## src/owmus_pkg.sv

```systemverilog
package owmus_pkg;

    // Buffer depths and the widths that follow from them.
    localparam int TX_DEPTH  = 16;
    localparam int RX_DEPTH  = 16;
    localparam int TX_AW     = $clog2(TX_DEPTH);
    localparam int RX_AW     = $clog2(RX_DEPTH);
    localparam int TXC_W     = $clog2(TX_DEPTH);
    localparam int RXC_W     = $clog2(RX_DEPTH);
    localparam int MAX_DEPTH = (TX_DEPTH > RX_DEPTH) ? TX_DEPTH : RX_DEPTH;
    localparam int BIT_W     = $clog2(MAX_DEPTH * 8);
    localparam int BYTE_W    = BIT_W - 3;

    // Fixed field widths.
    localparam int DATA_W    = 8;
    localparam int KIND_W    = 3;
    localparam int IDX_W     = 4;
    localparam int LEN_W     = 8;
    localparam int CMP_W     = LEN_W + 1;
    localparam int CFG_IDX_W = 3;
    localparam int S_TDATA_W = 40;
    localparam int M_TDATA_W = 24;

    // Depth of the result queue in front of the master port.
    localparam int OUTQ_DEPTH = 3;

    typedef enum logic [KIND_W-1:0] {
        KIND_ECHO,
        KIND_DETECT,
        KIND_SEND,
        KIND_POLL,
        KIND_TX_WRITE,
        KIND_RX_READ
    } t_kind;

    typedef enum logic [3:0] {
        ST_NOINIT,
        ST_DETWAIT,
        ST_DETERR,
        ST_DETDONE,
        ST_SENDSTART,
        ST_SENDERR,
        ST_SENDWAIT,
        ST_SENDDONE,
        ST_RECVWAIT,
        ST_RECVDONE,
        ST_STATBUSY,
        ST_STATEMPTY
    } t_link;

    typedef enum logic [1:0] {
        BAUD_KEEP,
        BAUD_SLOW,
        BAUD_FAST
    } t_baud;

    typedef enum logic [CFG_IDX_W-1:0] {
        CFG_RESET_SLOT,
        CFG_NO_PRESENCE,
        CFG_WRITE_ONE,
        CFG_WRITE_ZERO,
        CFG_READ_SLOT,
        CFG_READ_ONE_ECHO,
        CFG_STATUS_QUERY,
        CFG_STATUS_EMPTY
    } t_cfg_idx;

    typedef struct packed {
        logic [DATA_W-1:0] reset_slot;
        logic [DATA_W-1:0] no_presence;
        logic [DATA_W-1:0] write_one;
        logic [DATA_W-1:0] write_zero;
        logic [DATA_W-1:0] read_slot;
        logic [DATA_W-1:0] read_one_echo;
        logic [DATA_W-1:0] status_query;
        logic [DATA_W-1:0] status_empty;
    } t_cfg;

    localparam t_cfg CFG_RESET = '{
        reset_slot:    8'd240,
        no_presence:   8'd240,
        write_one:     8'd255,
        write_zero:    8'd0,
        read_slot:     8'd255,
        read_one_echo: 8'd255,
        status_query:  8'd255,
        status_empty:  8'd255
    };

    typedef struct packed {
        t_kind              kind;
        logic [DATA_W-1:0]  echo_byte;
        logic [IDX_W-1:0]   entry_index;
        logic [DATA_W-1:0]  entry_value;
        logic [LEN_W-1:0]   send_length;
        logic [LEN_W-1:0]   receive_length;
    } t_item;

    // Packed so that slot_valid lands in bit 0 of the master tdata.
    typedef struct packed {
        logic               read_ok;
        logic [DATA_W-1:0]  read_value;
        t_link              link_state;
        t_baud              baud_select;
        logic [DATA_W-1:0]  slot_byte;
        logic               slot_valid;
    } t_result;

endpackage

```

## src/owmus_ram.sv

```systemverilog
module owmus_ram #(
    parameter int DEPTH = 16,
    parameter int WIDTH = 8,
    localparam int AW = $clog2(DEPTH)
) (
    input  logic             i_clk,
    input  logic             i_we,
    input  logic [AW-1:0]    i_waddr,
    input  logic [WIDTH-1:0] i_wdata,
    input  logic             i_re,
    input  logic [AW-1:0]    i_raddr,
    output logic [WIDTH-1:0] o_rdata
);

    logic [WIDTH-1:0] r_mem [DEPTH];
    logic [WIDTH-1:0] r_rdata;

    always_ff @(posedge i_clk) begin
        if (i_we) begin
            r_mem[i_waddr] <= i_wdata;
        end
    end

    always_ff @(posedge i_clk) begin
        if (i_re) begin
            r_rdata <= r_mem[i_raddr];
        end
    end

    assign o_rdata = r_rdata;

endmodule

```

## src/owmus_core.sv

```systemverilog
module owmus_core (
    input  logic                                 i_clk,
    input  logic                                 i_rst_n,
    input  logic                                 i_cfg_we,
    input  logic [owmus_pkg::CFG_IDX_W-1:0]      i_cfg_index,
    input  logic [owmus_pkg::DATA_W-1:0]         i_cfg_data,
    input  logic                                 i_item_valid,
    input  owmus_pkg::t_item                     i_item,
    output logic                                 o_res_valid,
    output owmus_pkg::t_result                   o_res
);

    localparam int BIT_W  = owmus_pkg::BIT_W;
    localparam int BYTE_W = owmus_pkg::BYTE_W;
    localparam int TX_AW  = owmus_pkg::TX_AW;
    localparam int RX_AW  = owmus_pkg::RX_AW;
    localparam int TXC_W  = owmus_pkg::TXC_W;
    localparam int RXC_W  = owmus_pkg::RXC_W;
    localparam int CMP_W  = owmus_pkg::CMP_W;
    localparam int DW     = owmus_pkg::DATA_W;

    owmus_pkg::t_cfg    r_cfg;
    owmus_pkg::t_link   r_mode, n_mode;
    logic [BIT_W-1:0]   r_bit, n_bit;
    logic [DW-1:0]      r_shift, n_shift;
    logic [TXC_W-1:0]   r_tx_count, n_tx_count;
    logic [RXC_W-1:0]   r_rx_count, n_rx_count;

    // Stage after acceptance, waiting for the receive buffer read data.
    logic               r_b_valid;
    owmus_pkg::t_result r_b;

    // Write-through bypass for the transmit prefetch.
    logic               r_fwd_valid;
    logic [DW-1:0]      r_fwd_data;

    logic               slot_v;
    logic [DW-1:0]      slot;
    owmus_pkg::t_baud   baud;
    logic               rd_ok;
    logic               send_en;
    logic [BIT_W-1:0]   send_bc;
    logic [BYTE_W-1:0]  send_byte;
    logic [DW-1:0]      send_src;
    logic [BIT_W-1:0]   recv_bc;
    logic [BYTE_W-1:0]  recv_byte;
    logic [DW-1:0]      recv_shift;
    logic               tx_we;
    logic [TX_AW-1:0]   tx_waddr;
    logic [TX_AW-1:0]   pref_addr;
    logic [DW-1:0]      tx_rdata;
    logic [DW-1:0]      tx_q;
    logic               rx_we;
    logic [RX_AW-1:0]   rx_waddr;
    logic [DW-1:0]      rx_rdata;

    assign tx_waddr = TX_AW'(i_item.entry_index);
    assign tx_q     = r_fwd_valid ? r_fwd_data : tx_rdata;

    always_ff @(posedge i_clk) begin
        if (!i_rst_n) begin
            r_cfg <= owmus_pkg::CFG_RESET;
        end else if (i_cfg_we) begin
            case (owmus_pkg::t_cfg_idx'(i_cfg_index))
                owmus_pkg::CFG_RESET_SLOT:    r_cfg.reset_slot    <= i_cfg_data;
                owmus_pkg::CFG_NO_PRESENCE:   r_cfg.no_presence   <= i_cfg_data;
                owmus_pkg::CFG_WRITE_ONE:     r_cfg.write_one     <= i_cfg_data;
                owmus_pkg::CFG_WRITE_ZERO:    r_cfg.write_zero    <= i_cfg_data;
                owmus_pkg::CFG_READ_SLOT:     r_cfg.read_slot     <= i_cfg_data;
                owmus_pkg::CFG_READ_ONE_ECHO: r_cfg.read_one_echo <= i_cfg_data;
                owmus_pkg::CFG_STATUS_QUERY:  r_cfg.status_query  <= i_cfg_data;
                owmus_pkg::CFG_STATUS_EMPTY:  r_cfg.status_empty  <= i_cfg_data;
                default: ;
            endcase
        end
    end

    always_comb begin
        n_mode     = r_mode;
        n_bit      = r_bit;
        n_shift    = r_shift;
        n_tx_count = r_tx_count;
        n_rx_count = r_rx_count;
        slot_v     = 1'b0;
        slot       = '0;
        baud       = owmus_pkg::BAUD_KEEP;
        rd_ok      = 1'b0;
        send_en    = 1'b0;
        send_bc    = r_bit;
        tx_we      = 1'b0;
        rx_we      = 1'b0;
        recv_bc    = r_bit + 1'b1;
        recv_byte  = recv_bc[BIT_W-1:3];
        recv_shift = {(i_item.echo_byte == r_cfg.read_one_echo), r_shift[DW-1:1]};
        rx_waddr   = RX_AW'(recv_byte - 1'b1);

        if (i_item_valid) begin
            case (i_item.kind)
                owmus_pkg::KIND_ECHO: begin
                    case (r_mode)
                        owmus_pkg::ST_DETWAIT, owmus_pkg::ST_DETERR: begin
                            if (i_item.echo_byte == r_cfg.no_presence) begin
                                n_mode = owmus_pkg::ST_DETERR;
                                slot   = r_cfg.reset_slot;
                                slot_v = 1'b1;
                            end else begin
                                n_mode = owmus_pkg::ST_DETDONE;
                            end
                        end
                        owmus_pkg::ST_SENDSTART, owmus_pkg::ST_SENDERR: begin
                            if (i_item.echo_byte == r_cfg.no_presence) begin
                                n_mode = owmus_pkg::ST_SENDERR;
                                slot   = r_cfg.reset_slot;
                                slot_v = 1'b1;
                            end else begin
                                baud    = owmus_pkg::BAUD_FAST;
                                send_en = 1'b1;
                                send_bc = '0;
                            end
                        end
                        owmus_pkg::ST_SENDWAIT: begin
                            send_en = 1'b1;
                        end
                        owmus_pkg::ST_RECVWAIT: begin
                            n_bit = recv_bc;
                            if (recv_bc[2:0] == 3'd0) begin
                                rx_we = 1'b1;
                                if (recv_byte >= BYTE_W'(r_rx_count)) begin
                                    n_mode  = owmus_pkg::ST_RECVDONE;
                                    n_shift = recv_shift;
                                end else begin
                                    slot    = r_cfg.read_slot;
                                    slot_v  = 1'b1;
                                    n_shift = '0;
                                end
                            end else begin
                                slot    = r_cfg.read_slot;
                                slot_v  = 1'b1;
                                n_shift = recv_shift;
                            end
                        end
                        owmus_pkg::ST_STATBUSY: begin
                            if (i_item.echo_byte == r_cfg.status_empty) begin
                                n_mode = owmus_pkg::ST_STATEMPTY;
                            end
                        end
                        default: ;
                    endcase
                end
                owmus_pkg::KIND_DETECT: begin
                    baud   = owmus_pkg::BAUD_SLOW;
                    slot   = r_cfg.reset_slot;
                    slot_v = 1'b1;
                    n_mode = owmus_pkg::ST_DETWAIT;
                end
                owmus_pkg::KIND_SEND: begin
                    if ((CMP_W'(i_item.send_length) < CMP_W'(owmus_pkg::TX_DEPTH)) &&
                        (CMP_W'(i_item.receive_length) < CMP_W'(owmus_pkg::RX_DEPTH))) begin
                        n_tx_count = TXC_W'(i_item.send_length);
                        n_rx_count = RXC_W'(i_item.receive_length);
                        baud       = owmus_pkg::BAUD_SLOW;
                        slot       = r_cfg.reset_slot;
                        slot_v     = 1'b1;
                        n_mode     = owmus_pkg::ST_SENDSTART;
                    end
                end
                owmus_pkg::KIND_POLL: begin
                    if (r_mode != owmus_pkg::ST_STATEMPTY) begin
                        slot   = r_cfg.status_query;
                        slot_v = 1'b1;
                        n_mode = owmus_pkg::ST_STATBUSY;
                    end
                end
                owmus_pkg::KIND_TX_WRITE: begin
                    tx_we = (CMP_W'(i_item.entry_index) < CMP_W'(owmus_pkg::TX_DEPTH));
                end
                owmus_pkg::KIND_RX_READ: begin
                    rd_ok = (CMP_W'(i_item.entry_index) < CMP_W'(r_rx_count)) &&
                            (CMP_W'(i_item.entry_index) < CMP_W'(owmus_pkg::RX_DEPTH));
                end
                default: ;
            endcase
        end

        // Next write bit, or turn to reading, or finish.
        send_byte = send_bc[BIT_W-1:3];
        send_src  = (send_bc[2:0] == 3'd0) ? tx_q : r_shift;
        if (send_en) begin
            if (send_byte != BYTE_W'(r_tx_count)) begin
                slot    = send_src[0] ? r_cfg.write_one : r_cfg.write_zero;
                slot_v  = 1'b1;
                n_shift = {1'b0, send_src[DW-1:1]};
                n_bit   = send_bc + 1'b1;
                n_mode  = owmus_pkg::ST_SENDWAIT;
            end else if (r_rx_count != '0) begin
                slot    = r_cfg.read_slot;
                slot_v  = 1'b1;
                n_mode  = owmus_pkg::ST_RECVWAIT;
                n_bit   = '0;
                n_shift = '0;
            end else begin
                n_mode  = owmus_pkg::ST_SENDDONE;
                n_bit   = send_bc;
            end
        end

        // The transmit byte the next state would load.
        if ((n_mode == owmus_pkg::ST_SENDSTART) || (n_mode == owmus_pkg::ST_SENDERR)) begin
            pref_addr = '0;
        end else begin
            pref_addr = TX_AW'(n_bit[BIT_W-1:3]);
        end
    end

    always_ff @(posedge i_clk) begin
        if (!i_rst_n) begin
            r_mode      <= owmus_pkg::ST_NOINIT;
            r_bit       <= '0;
            r_shift     <= '0;
            r_tx_count  <= '0;
            r_rx_count  <= '0;
            r_b_valid   <= 1'b0;
            r_fwd_valid <= 1'b0;
        end else begin
            r_mode      <= n_mode;
            r_bit       <= n_bit;
            r_shift     <= n_shift;
            r_tx_count  <= n_tx_count;
            r_rx_count  <= n_rx_count;
            r_b_valid   <= i_item_valid;
            r_fwd_valid <= tx_we && (tx_waddr == pref_addr);
        end
    end

    always_ff @(posedge i_clk) begin
        r_fwd_data <= i_item.entry_value;
        if (i_item_valid) begin
            r_b.slot_valid  <= slot_v;
            r_b.slot_byte   <= slot;
            r_b.baud_select <= baud;
            r_b.link_state  <= n_mode;
            r_b.read_value  <= '0;
            r_b.read_ok     <= rd_ok;
        end
    end

    owmus_ram #(
        .DEPTH (owmus_pkg::TX_DEPTH),
        .WIDTH (DW)
    ) u_tx_ram (
        .i_clk   (i_clk),
        .i_we    (tx_we),
        .i_waddr (tx_waddr),
        .i_wdata (i_item.entry_value),
        .i_re    (1'b1),
        .i_raddr (pref_addr),
        .o_rdata (tx_rdata)
    );

    owmus_ram #(
        .DEPTH (owmus_pkg::RX_DEPTH),
        .WIDTH (DW)
    ) u_rx_ram (
        .i_clk   (i_clk),
        .i_we    (rx_we),
        .i_waddr (rx_waddr),
        .i_wdata (recv_shift),
        .i_re    (i_item_valid),
        .i_raddr (RX_AW'(i_item.entry_index)),
        .o_rdata (rx_rdata)
    );

    always_comb begin
        o_res            = r_b;
        o_res.read_value = r_b.read_ok ? rx_rdata : '0;
    end

    assign o_res_valid = r_b_valid;

    a_send_in_range: assert property (@(posedge i_clk) disable iff (!i_rst_n)
        (r_mode == owmus_pkg::ST_SENDWAIT) |-> (r_bit[BIT_W-1:3] <= BYTE_W'(r_tx_count)))
        else $error("bit counter ran past the transmit length");

    a_recv_in_range: assert property (@(posedge i_clk) disable iff (!i_rst_n)
        (r_mode == owmus_pkg::ST_RECVWAIT) |-> (r_bit[BIT_W-1:3] < BYTE_W'(r_rx_count)))
        else $error("bit counter ran past the receive length");

    a_rx_write_origin: assert property (@(posedge i_clk) disable iff (!i_rst_n)
        rx_we |-> (i_item_valid && (r_mode == owmus_pkg::ST_RECVWAIT)))
        else $error("receive buffer written outside a receive slot");

endmodule

```

## src/owmus_outq.sv

```systemverilog
module owmus_outq (
    input  logic               i_clk,
    input  logic               i_rst_n,
    input  logic               i_push,
    input  owmus_pkg::t_result i_data,
    input  logic               i_pending,
    output logic               o_space,
    output logic               o_valid,
    output owmus_pkg::t_result o_data,
    input  logic               i_ready
);

    localparam int DEPTH = owmus_pkg::OUTQ_DEPTH;
    localparam int PTR_W = $clog2(DEPTH);
    localparam int CNT_W = $clog2(DEPTH + 1);
    localparam int SUM_W = CNT_W + 1;

    owmus_pkg::t_result r_mem [DEPTH];
    logic [PTR_W-1:0]   r_wr_ptr, n_wr_ptr;
    logic [PTR_W-1:0]   r_rd_ptr, n_rd_ptr;
    logic [CNT_W-1:0]   r_count, n_count;
    logic               pop;

    assign o_valid = (r_count != '0);
    assign o_data  = r_mem[r_rd_ptr];
    assign pop     = o_valid && i_ready;

    // Room must cover the item still in the stage ahead of the queue.
    assign o_space = (SUM_W'(r_count) + SUM_W'(i_pending)) < SUM_W'(DEPTH);

    always_comb begin
        n_wr_ptr = r_wr_ptr;
        n_rd_ptr = r_rd_ptr;
        n_count  = r_count;
        if (i_push) begin
            n_wr_ptr = (r_wr_ptr == PTR_W'(DEPTH - 1)) ? '0 : r_wr_ptr + 1'b1;
        end
        if (pop) begin
            n_rd_ptr = (r_rd_ptr == PTR_W'(DEPTH - 1)) ? '0 : r_rd_ptr + 1'b1;
        end
        if (i_push && !pop) begin
            n_count = r_count + 1'b1;
        end else if (pop && !i_push) begin
            n_count = r_count - 1'b1;
        end
    end

    always_ff @(posedge i_clk) begin
        if (!i_rst_n) begin
            r_wr_ptr <= '0;
            r_rd_ptr <= '0;
            r_count  <= '0;
        end else begin
            r_wr_ptr <= n_wr_ptr;
            r_rd_ptr <= n_rd_ptr;
            r_count  <= n_count;
        end
    end

    always_ff @(posedge i_clk) begin
        if (i_push) begin
            r_mem[r_wr_ptr] <= i_data;
        end
    end

    a_no_overflow: assert property (@(posedge i_clk) disable iff (!i_rst_n)
        i_push |-> ((r_count < CNT_W'(DEPTH)) || pop))
        else $error("result queue overflow");

    a_push_shows: assert property (@(posedge i_clk) disable iff (!i_rst_n)
        i_push |=> o_valid)
        else $error("pushed result not visible");

    a_space_bound: assert property (@(posedge i_clk) disable iff (!i_rst_n)
        o_space |-> (r_count < CNT_W'(DEPTH)))
        else $error("space reported with a full queue");

endmodule

```

## src/one_wire_master_uart_sequencer.sv

```systemverilog
// Each result is registered in the core and then queued for the master side.
// Throughput: one transaction per cycle while the queue has room; every update is a
// single read-modify-write of the protocol state, with the transmit byte prefetched.
// A three-entry result queue keeps the slave side accepting while results wait.
// Reset (synchronous, active low) clears the protocol state, counters, queue and
// configuration registers; the byte buffers keep their contents and are not cleared.
module one_wire_master_uart_sequencer (
    input  logic        i_clk,
    input  logic        i_rst_n,
    // Configuration write port: register index and eight data bits.
    input  logic        i_cfg_we,
    input  logic [2:0]  i_cfg_index,
    input  logic [7:0]  i_cfg_data,
    // Slave side: the input items.
    input  logic        s_axis_tvalid,
    output logic        s_axis_tready,
    // tdata: echo_byte [7:0], entry_index [11:8], entry_value [19:12],
    //        send_length [27:20], receive_length [35:28], zero fill [39:36].
    input  logic [owmus_pkg::S_TDATA_W-1:0] s_axis_tdata,
    // tuser: kind [2:0].
    input  logic [2:0]  s_axis_tuser,
    // Master side: the result items.
    output logic        m_axis_tvalid,
    input  logic        m_axis_tready,
    // tdata: slot_valid [0], slot_byte [8:1], baud_select [10:9],
    //        link_state [14:11], read_value [22:15], read_ok [23].
    output logic [owmus_pkg::M_TDATA_W-1:0] m_axis_tdata
);

    owmus_pkg::t_item   item;
    logic               accept;
    logic               res_valid;
    owmus_pkg::t_result res;
    owmus_pkg::t_result q_data;

    // A transaction is taken whenever the queue has room for it and for the
    // result still waiting on the receive buffer read.
    assign accept = s_axis_tvalid && s_axis_tready;

    always_comb begin
        item.kind           = owmus_pkg::t_kind'(s_axis_tuser);
        item.echo_byte      = s_axis_tdata[7:0];
        item.entry_index    = s_axis_tdata[11:8];
        item.entry_value    = s_axis_tdata[19:12];
        item.send_length    = s_axis_tdata[27:20];
        item.receive_length = s_axis_tdata[35:28];
    end

    // The sequencer holds the protocol state and both byte buffers; each
    // accepted transaction updates the state in the cycle it arrives.
    owmus_core u_core (
        .i_clk        (i_clk),
        .i_rst_n      (i_rst_n),
        .i_cfg_we     (i_cfg_we),
        .i_cfg_index  (i_cfg_index),
        .i_cfg_data   (i_cfg_data),
        .i_item_valid (accept),
        .i_item       (item),
        .o_res_valid  (res_valid),
        .o_res        (res)
    );

    // The result queue parts the master side from the slave side.
    owmus_outq u_outq (
        .i_clk     (i_clk),
        .i_rst_n   (i_rst_n),
        .i_push    (res_valid),
        .i_data    (res),
        .i_pending (res_valid),
        .o_space   (s_axis_tready),
        .o_valid   (m_axis_tvalid),
        .o_data    (q_data),
        .i_ready   (m_axis_tready)
    );

    assign m_axis_tdata = q_data;

endmodule
```

## config.mk

```make
export PLATFORM = sky130hd
export DESIGN_NAME = one_wire_master_uart_sequencer
export DESIGN_NICKNAME = d
export VERILOG_FILES = /design/src/owmus_pkg.sv /design/src/owmus_ram.sv /design/src/owmus_core.sv /design/src/owmus_outq.sv /design/src/one_wire_master_uart_sequencer.sv
export SDC_FILE = /design/constraint.sdc
export NUM_CORES = 1
export LEC_CHECK = 0
export CORE_ASPECT_RATIO = 2
export CORE_MARGIN = 2
export CORE_UTILIZATION = 35
export CTS_CLUSTER_SIZE = 8
export DETAILED_ROUTE_END_ITERATION = 10
export DONT_BUFFER_PORTS = 1
export PLACE_DENSITY = 0.6
export SYNTH_ARGS = -nofsm -noshare
export SYNTH_HDL_FRONTEND = slang
export SYNTH_HIERARCHICAL = 1
export SYNTH_SLANG_ARGS = --single-unit
```

## constraint.sdc

```tcl
create_clock -name i_clk -period 6.7 [get_ports i_clk]
set_input_delay 1.34 -clock i_clk [delete_from_list [all_inputs] [get_ports i_clk]]
set_output_delay 1.34 -clock i_clk [all_outputs]
set_load 0.02 [all_outputs]
```

Word level (Yosys, flattened, before mapping)
Memories as Yosys holds them, arrays and structs flattened. A register that Yosys moved wholly into a read port is not among the register bits.
Cells that the tools add are included.
Widths: inputs -> output; s select.
{"block": "totals", "latch_bits": 0, "ram_bits": 328, "input_bits": 59, "elab_cells": 184, "output_inout_bits": 26, "rom_bits": 0, "mem_count": 3, "regBits": 123}
{"block": "classes", "n_eq_ne": 29, "div_mod_pow": 0, "multipliers": 0, "addsub": 8, "mux": 82, "shifts": 0, "n_lt_le_gt_ge": 5, "bitwise_logic": 0, "n_reduce_logical": 32}
{"memory": "u_core.u_rx_ram.r_mem", "words": 16, "width": 8, "rd": 1, "rd_clocked_by_memory_dff": 1, "write_ports": 1, "line_no": "owmus_ram.sv:15", "source": "logic [WIDTH-1:0] r_mem [DEPTH];"}
{"memory": "u_core.u_tx_ram.r_mem", "words": 16, "width": 8, "rd": 1, "rd_clocked_by_memory_dff": 1, "write_ports": 1, "line_no": "owmus_ram.sv:15"}
{"memory": "u_outq.r_mem", "words": 3, "width": 24, "rd": 1, "rd_clocked_by_memory_dff": 1, "write_ports": 1, "line_no": "owmus_outq.sv:18", "source": "owmus_pkg::t_result r_mem [DEPTH];"}
{"operator": "$mux 8", "n": 20}
{"operator": "$mux 7", "n": 10}
{"operator": "$mux 4", "n": 11}
{"operator": "$pmux 4 s4", "n": 2}
{"operator": "$pmux 8 s4", "n": 1}
{"operator": "$mux 1", "n": 25}
{"operator": "$eq 8x8->1", "n": 3}
{"operator": "$eq 4x3->1 const B", "n": 5}
{"operator": "$eq 3x3->1 const B", "n": 6}
{"operator": "$lt 8x5->1 const B", "n": 2}
{"operator": "$mux 2", "n": 8}
{"operator": "$pmux 8 s2", "n": 1}
{"operator": "$reduce_and 2->1", "n": 8}
{"operator": "$add 7x1->7 const B", "n": 2}
{"operator": "$eq 3x2->1 const B", "n": 4}
{"operator": "$logic_not 3->1", "n": 4}
{"operator": "$reduce_bool 2->1", "n": 5}
{"operator": "$eq 4x4->1 const B", "n": 2}
{"operator": "$add 2x1->2 const B", "n": 3}
{"operator": "$eq 3x1->1 const B", "n": 2}
{"operator": "$logic_and 1x1->1", "n": 6}
{"operator": "$pmux 2 s3", "n": 1}
{"operator": "$reduce_and 3->1", "n": 2}
{"operator": "$eq 2x2->1 const B", "n": 2}
{"operator": "18 further kinds", "n": 21}

Depth between registers and ports, before layout
{"block": "depth", "word_depth": 13, "ltp_mapped": 20, "depth_no_buf": 19}

Modules after synthesis
The synthesis kept the hierarchy.
{"module": "owmus_ram", "seq_area_each_um2": 4083.9, "area_each_um2": 5227.5, "instances": 2, "cells_each": 229}
{"module": "owmus_core", "seq_area_each_um2": 2502.4, "area_each_um2": 6108.4, "instances": 1, "cells_each": 734}
{"module": "owmus_outq", "seq_area_each_um2": 2322.2, "area_each_um2": 3001.6, "instances": 1, "cells_each": 187}
{"module": "one_wire_master_uart_sequencer", "seq_area_each_um2": 0.0, "area_each_um2": 6.3, "instances": 1, "cells_each": 1}

Least setup slack after synthesis
No wires, ideal clock.
{"block": "synth_path", "kind": "input to register", "startpoint": "in s_axis_tvalid", "endpoint": "reg u_core.u_tx_ram.r_rdata[1] (netlist: u_core/u_tx_ram/o_rdata[1]), read port of u_core.u_tx_ram.r_mem (data pin)", "path_buffers": 3, "setup_ns": 0.259, "stages": 14, "arrival_ns": 5.093, "setup_slack_ns": 1.348, "t_required_ns": 6.441, "path_cell_list": "and2_1 or2b_1 or3_4 a21o_1 a211oi_1 or2_1 buf_2 mux2i_1 a21o_1 buf_6 buf_6 mux4_1 a22oi_1 nand2_1"}
{"block": "synth_between", "elab_chain_len": 8}
{"element": "from (decl)", "line_no": "one_wire_master_uart_sequencer.sv:15", "source": "input logic s_axis_tvalid,"}
{"element": "$logic_and 1x1->1 *", "line_no": "one_wire_master_uart_sequencer.sv:38", "source": "assign accept = s_axis_tvalid && s_axis_tready;"}
{"element": "branches (longest 6 deep; another with $add 7x1->7)"}
{"element": "$mux 4 *", "line_no": "owmus_core.sv:208", "source": "if ((n_mode == owmus_pkg::ST_SENDSTART) || (n_mode == owmus_pkg::ST_SENDERR)) begin"}
{"element": "via u_core.pref_addr[0]", "line_no": "owmus_core.sv:50", "source": "logic [TX_AW-1:0] pref_addr;"}
{"element": "to (decl)", "line_no": "owmus_ram.sv:16", "source": "logic [WIDTH-1:0] r_rdata;"}
Mark *: on every way through the listed nets, which the timed path passes. The select of a mux whose other input is x is not followed.
A chain may end at the register's enable or synchronous reset.

Worst setup path after layout
{"block": "layout_path", "startpoint": "reg u_core.r_b_valid (netlist: u_core/o_res_valid)", "endpoint": "reg u_core.u_tx_ram.r_rdata[1] (netlist: u_core/u_tx_ram/o_rdata[1]), read port of u_core.u_tx_ram.r_mem (data pin)"}
{"block": "layout_between", "elab_chain_len": 10}
{"element": "from (decl)", "line_no": "owmus_core.sv:30", "source": "logic r_b_valid;"}
{"element": "from (signal assigned)", "line_no": "owmus_core.sv:230", "source": "r_b_valid <= i_item_valid;"}
{"element": "$add 2x1->3 *", "line_no": "owmus_outq.sv:29", "source": "assign o_space = (SUM_W'(r_count) + SUM_W'(i_pending)) < SUM_W'(DEPTH);"}
{"element": "$lt 3x2->1 *", "line_no": "owmus_outq.sv:29"}
{"element": "via s_axis_tready", "line_no": "one_wire_master_uart_sequencer.sv:16", "source": "output logic s_axis_tready,"}
{"element": "$logic_and 1x1->1 *", "line_no": "one_wire_master_uart_sequencer.sv:38"}
{"element": "via accept", "line_no": "one_wire_master_uart_sequencer.sv:31", "source": "logic accept;"}
{"element": "branches (longest 6 deep; another with $add 7x1->7)"}
{"element": "$mux 4 *", "line_no": "owmus_core.sv:208"}
{"element": "via u_core.pref_addr[0]", "line_no": "owmus_core.sv:50"}
Marks and branches as above.

==> impl_metrics.ini <==
[outcome]
status = finished clean

[setup_path]
cp.arrival_ns = 5.89
critPathRequiredTime_ns = 7.03
criticalPathCategory = flop to flop
worstPathMaxFanout = 33
crit_path_start_kind = flop
end_kind = flop

[synth]
synth_area_leader_cell = edfxtp_1
synth_flop_cell = edfxtp_1
synth_edf_count = 360
synth-seq-cells = 469
yosys_warnings = 6
synth_common_cells = edfxtp_1 (360), nand2_1 (208), dfxtp_1 (109), nor2_1 (72), nand3_1 (68)
yosys.cell_count.top_type = edfxtp_1
synth-simple-area-share_pct = 11.0
synth_top_family_by_area = simple AND/OR/NAND/NOR gates
synth-compound-area-share_pct = 6.78
async_flop_share_pct = 0
synth_top_area_share_pct = 55.2
synth-adder-area-share_pct = 0.959
synth_mux_area_share_pct = 10.7
syn_inst = 1380
synth-xor-area-share_pct = 1.92
ys_seq_area_share_pct = 66.4
avgSynthCellArea_um2 = 14.2
synth_area_leaders = edfxtp_1 (55%), dfxtp_1 (11%), mux4_2 (4.1%)
ys_types = 75
synth_area_um2 = 19600

[global_routing]
grt_pass1_vias = 11800
grtUsageTotal_pct = 15.7
grt_max_degree = 95
grt_pass1_wl_um = 68400
antenna_found_initial = 0
grt-ovfl-total = 0

[clocking]
clk_latency_ns = 0.58
cts_hold_buf = 0
h-tree-depth = 3
clockBufferDepth = 3
root_buffer = clkbuf_16
cts_resized = 0
cts_inserted_buffers = 68
clk_pin_slew_ns = 0.05
post-cts-setup-buffers = 0
cts_tree = built
cts.sinks = 469

[place]
dp_hpwl_um = 30600
place_ws_ns = 1.10
numPortBuffers = 0
place_congestion = 0.828

[drt]
drt-wirelength-per-cell_um = 20.4
finalWirelength_um = 45000
drc = 0
vias = 11300
routed_via_density = 5.15
dr.pass1.iters = 5
ant_nets = 0
drt_iter0_drc = 742

[floorplanning]
die-width_um = 171
core_um2 = 55300
row_count = 122
start_util_pct = 35.4
pin_count = 85
dieArea_um2 = 57900
die_h_um = 338

[sta]
slew_headroom_pct = 21.3
tns_ns = 0
max_freq_ghz = 0.180
fin_crit_sh_pct = 83.0
finalHoldViolations = 0
finalClockSkew_ns = 0.0222
rsz0062_at_grt = false
maxSlewViolCount = 0
setup_viol = 0
worst_slew_pin_slew_ns = 1.17
period_minus_slack_ns = 5.56
setup_ws_ns = 1.14

[pwr]
p_leak_uw = 0.00764
total_power_uw = 6730
peakVddDrop_v = 0.000151
powerDensity_nw_per_um2 = 302

[cells_and_area]
nNetsFinal = 1486
drive_above_1_share_pct = 10.5
fill_cells = 5154
area_delta_synth_final_pct = 13.9
antenna_cells = 0

[hold_path]
min_path_type = flop to flop

[job]
drv_cap = 0
final timing paths:
kind	from	end	slack [ns]	cells after the start
min reg2reg	u_core/o_res[13]	u_outq/r_mem[0][13]	0.46	0
max	u_core/o_res_valid	u_core/u_tx_ram/o_rdata[1]	1.14	15
min	u_core/o_res[13]	u_outq/r_mem[0][13]	0.46	0
max reg2reg	u_core/o_res_valid	u_core/u_tx_ram/o_rdata[1]	1.14	15
layout by cell type (no fill, tap or decap), drive strengths merged, types with 5 or more instances in the layout:
cell    count
o21a        8
and2       20
a31oi      10
nor2b      16
nand3      68
nor3       20
mux2i      53
a22oi      56
nand3b      6
xor2       16
nor2       72
a21boi     22
a21oi       7
ha         15
buf        22
edfxtp    360
nand4       6
o221ai      8
mux4       64
nor4        6
nand2b     11
conb        8
o21ai      48
dfxtp     109
or3         5
o22ai       8
inv        16
nand2     208
xnor2      27
clkbuf    114
where the power goes:
part           internal (uW)  switching, uW
Combinational            123            232
Clock                   1910           1190
Sequential              3220           54.8
Total                   5250           1480
per-layer routing:
layer	up-vias	wire, um	global-route usage, %
met5	-	0	0
met4	0	1800	7.86
met3	98	2200	3.51
met2	310	25500	29.7
met1	5625	15600	15.6
li1	5312	-	-
sequential cells by signal, indices dropped and copies added, names as in the netlist, named ones only:
signal,cells
u_outq/r_wr_ptr,2
u_outq/r_mem,72
u_outq/r_count,2
u_outq/r_rd_ptr,2
u_core/r_cfg,64
u_core/u_tx_ram/r_mem,128
u_core/r_tx_count,4
u_core/o_res,16
u_core/u_tx_ram/o_rdata,8
u_core/r_mode,4
u_core/u_rx_ram/r_mem,128
u_core/r_fwd_valid,1
u_core/r_fwd_data,8
u_core/r_bit,7
u_core/r_rx_count,4
u_core/r_shift,8
u_core/u_rx_ram/o_rdata,8
u_core/o_res_valid,1
through the flow:
stage          instances  util (%)  cell area [um^2]  hold slack, ns
6_report            2205      40.3             22300           0.456
5_1_grt             2205      40.3             22300           0.467
4_1_cts             2205      40.3             22300           0.454
3_5_place_dp        2086      36.8             20300           0.454
3_3_place_gp        2086      36.8             20300           0.442
2_1_floorplan       1387         -             19600           0.440
cell type report:
class / count / area (um^2) / area share (%)
flip-flops and latches: 469 / 13000 / 58.3
multi-input cells: 839 / 6200 / 27.8
clock buffers: 114 / 1880 / 8.46
well taps: 744 / 931 / 4.18
repair buffers: 22 / 165 / 0.741
clock inverters: 5 / 62.6 / 0.281
inverters: 12 / 45.0 / 0.202
kinds of logic (layout without fill, tap and decap cells):
group                      Yosys count  after routing
and+or+nand+nor                    464            464
AOI/OAI and AO/OA                  191            191
buffers and inverters               79            153
adders and majority gates           15             15
other                                1              8
xor gates and xnor gates            43             43
DFF                                469            469
muxes                              118            118
worst max-delay path: stages (launching register included):
cell and delay (ns):
dfxtp_1 0.37, ha_1 0.24, ha_1 0.27, a21oi_1 0.43, and2_1 0.29, or2b_1 0.33
or3_4 0.41, a21o_1 0.23, a211oi_1 0.46, or2_1 0.39, mux2i_1 0.27, a21o_2 0.11
buf_4 0.49, mux4_1 0.67, a22oi_1 0.24, nand2_1 0.08
(Power assumes the default switching activity.)
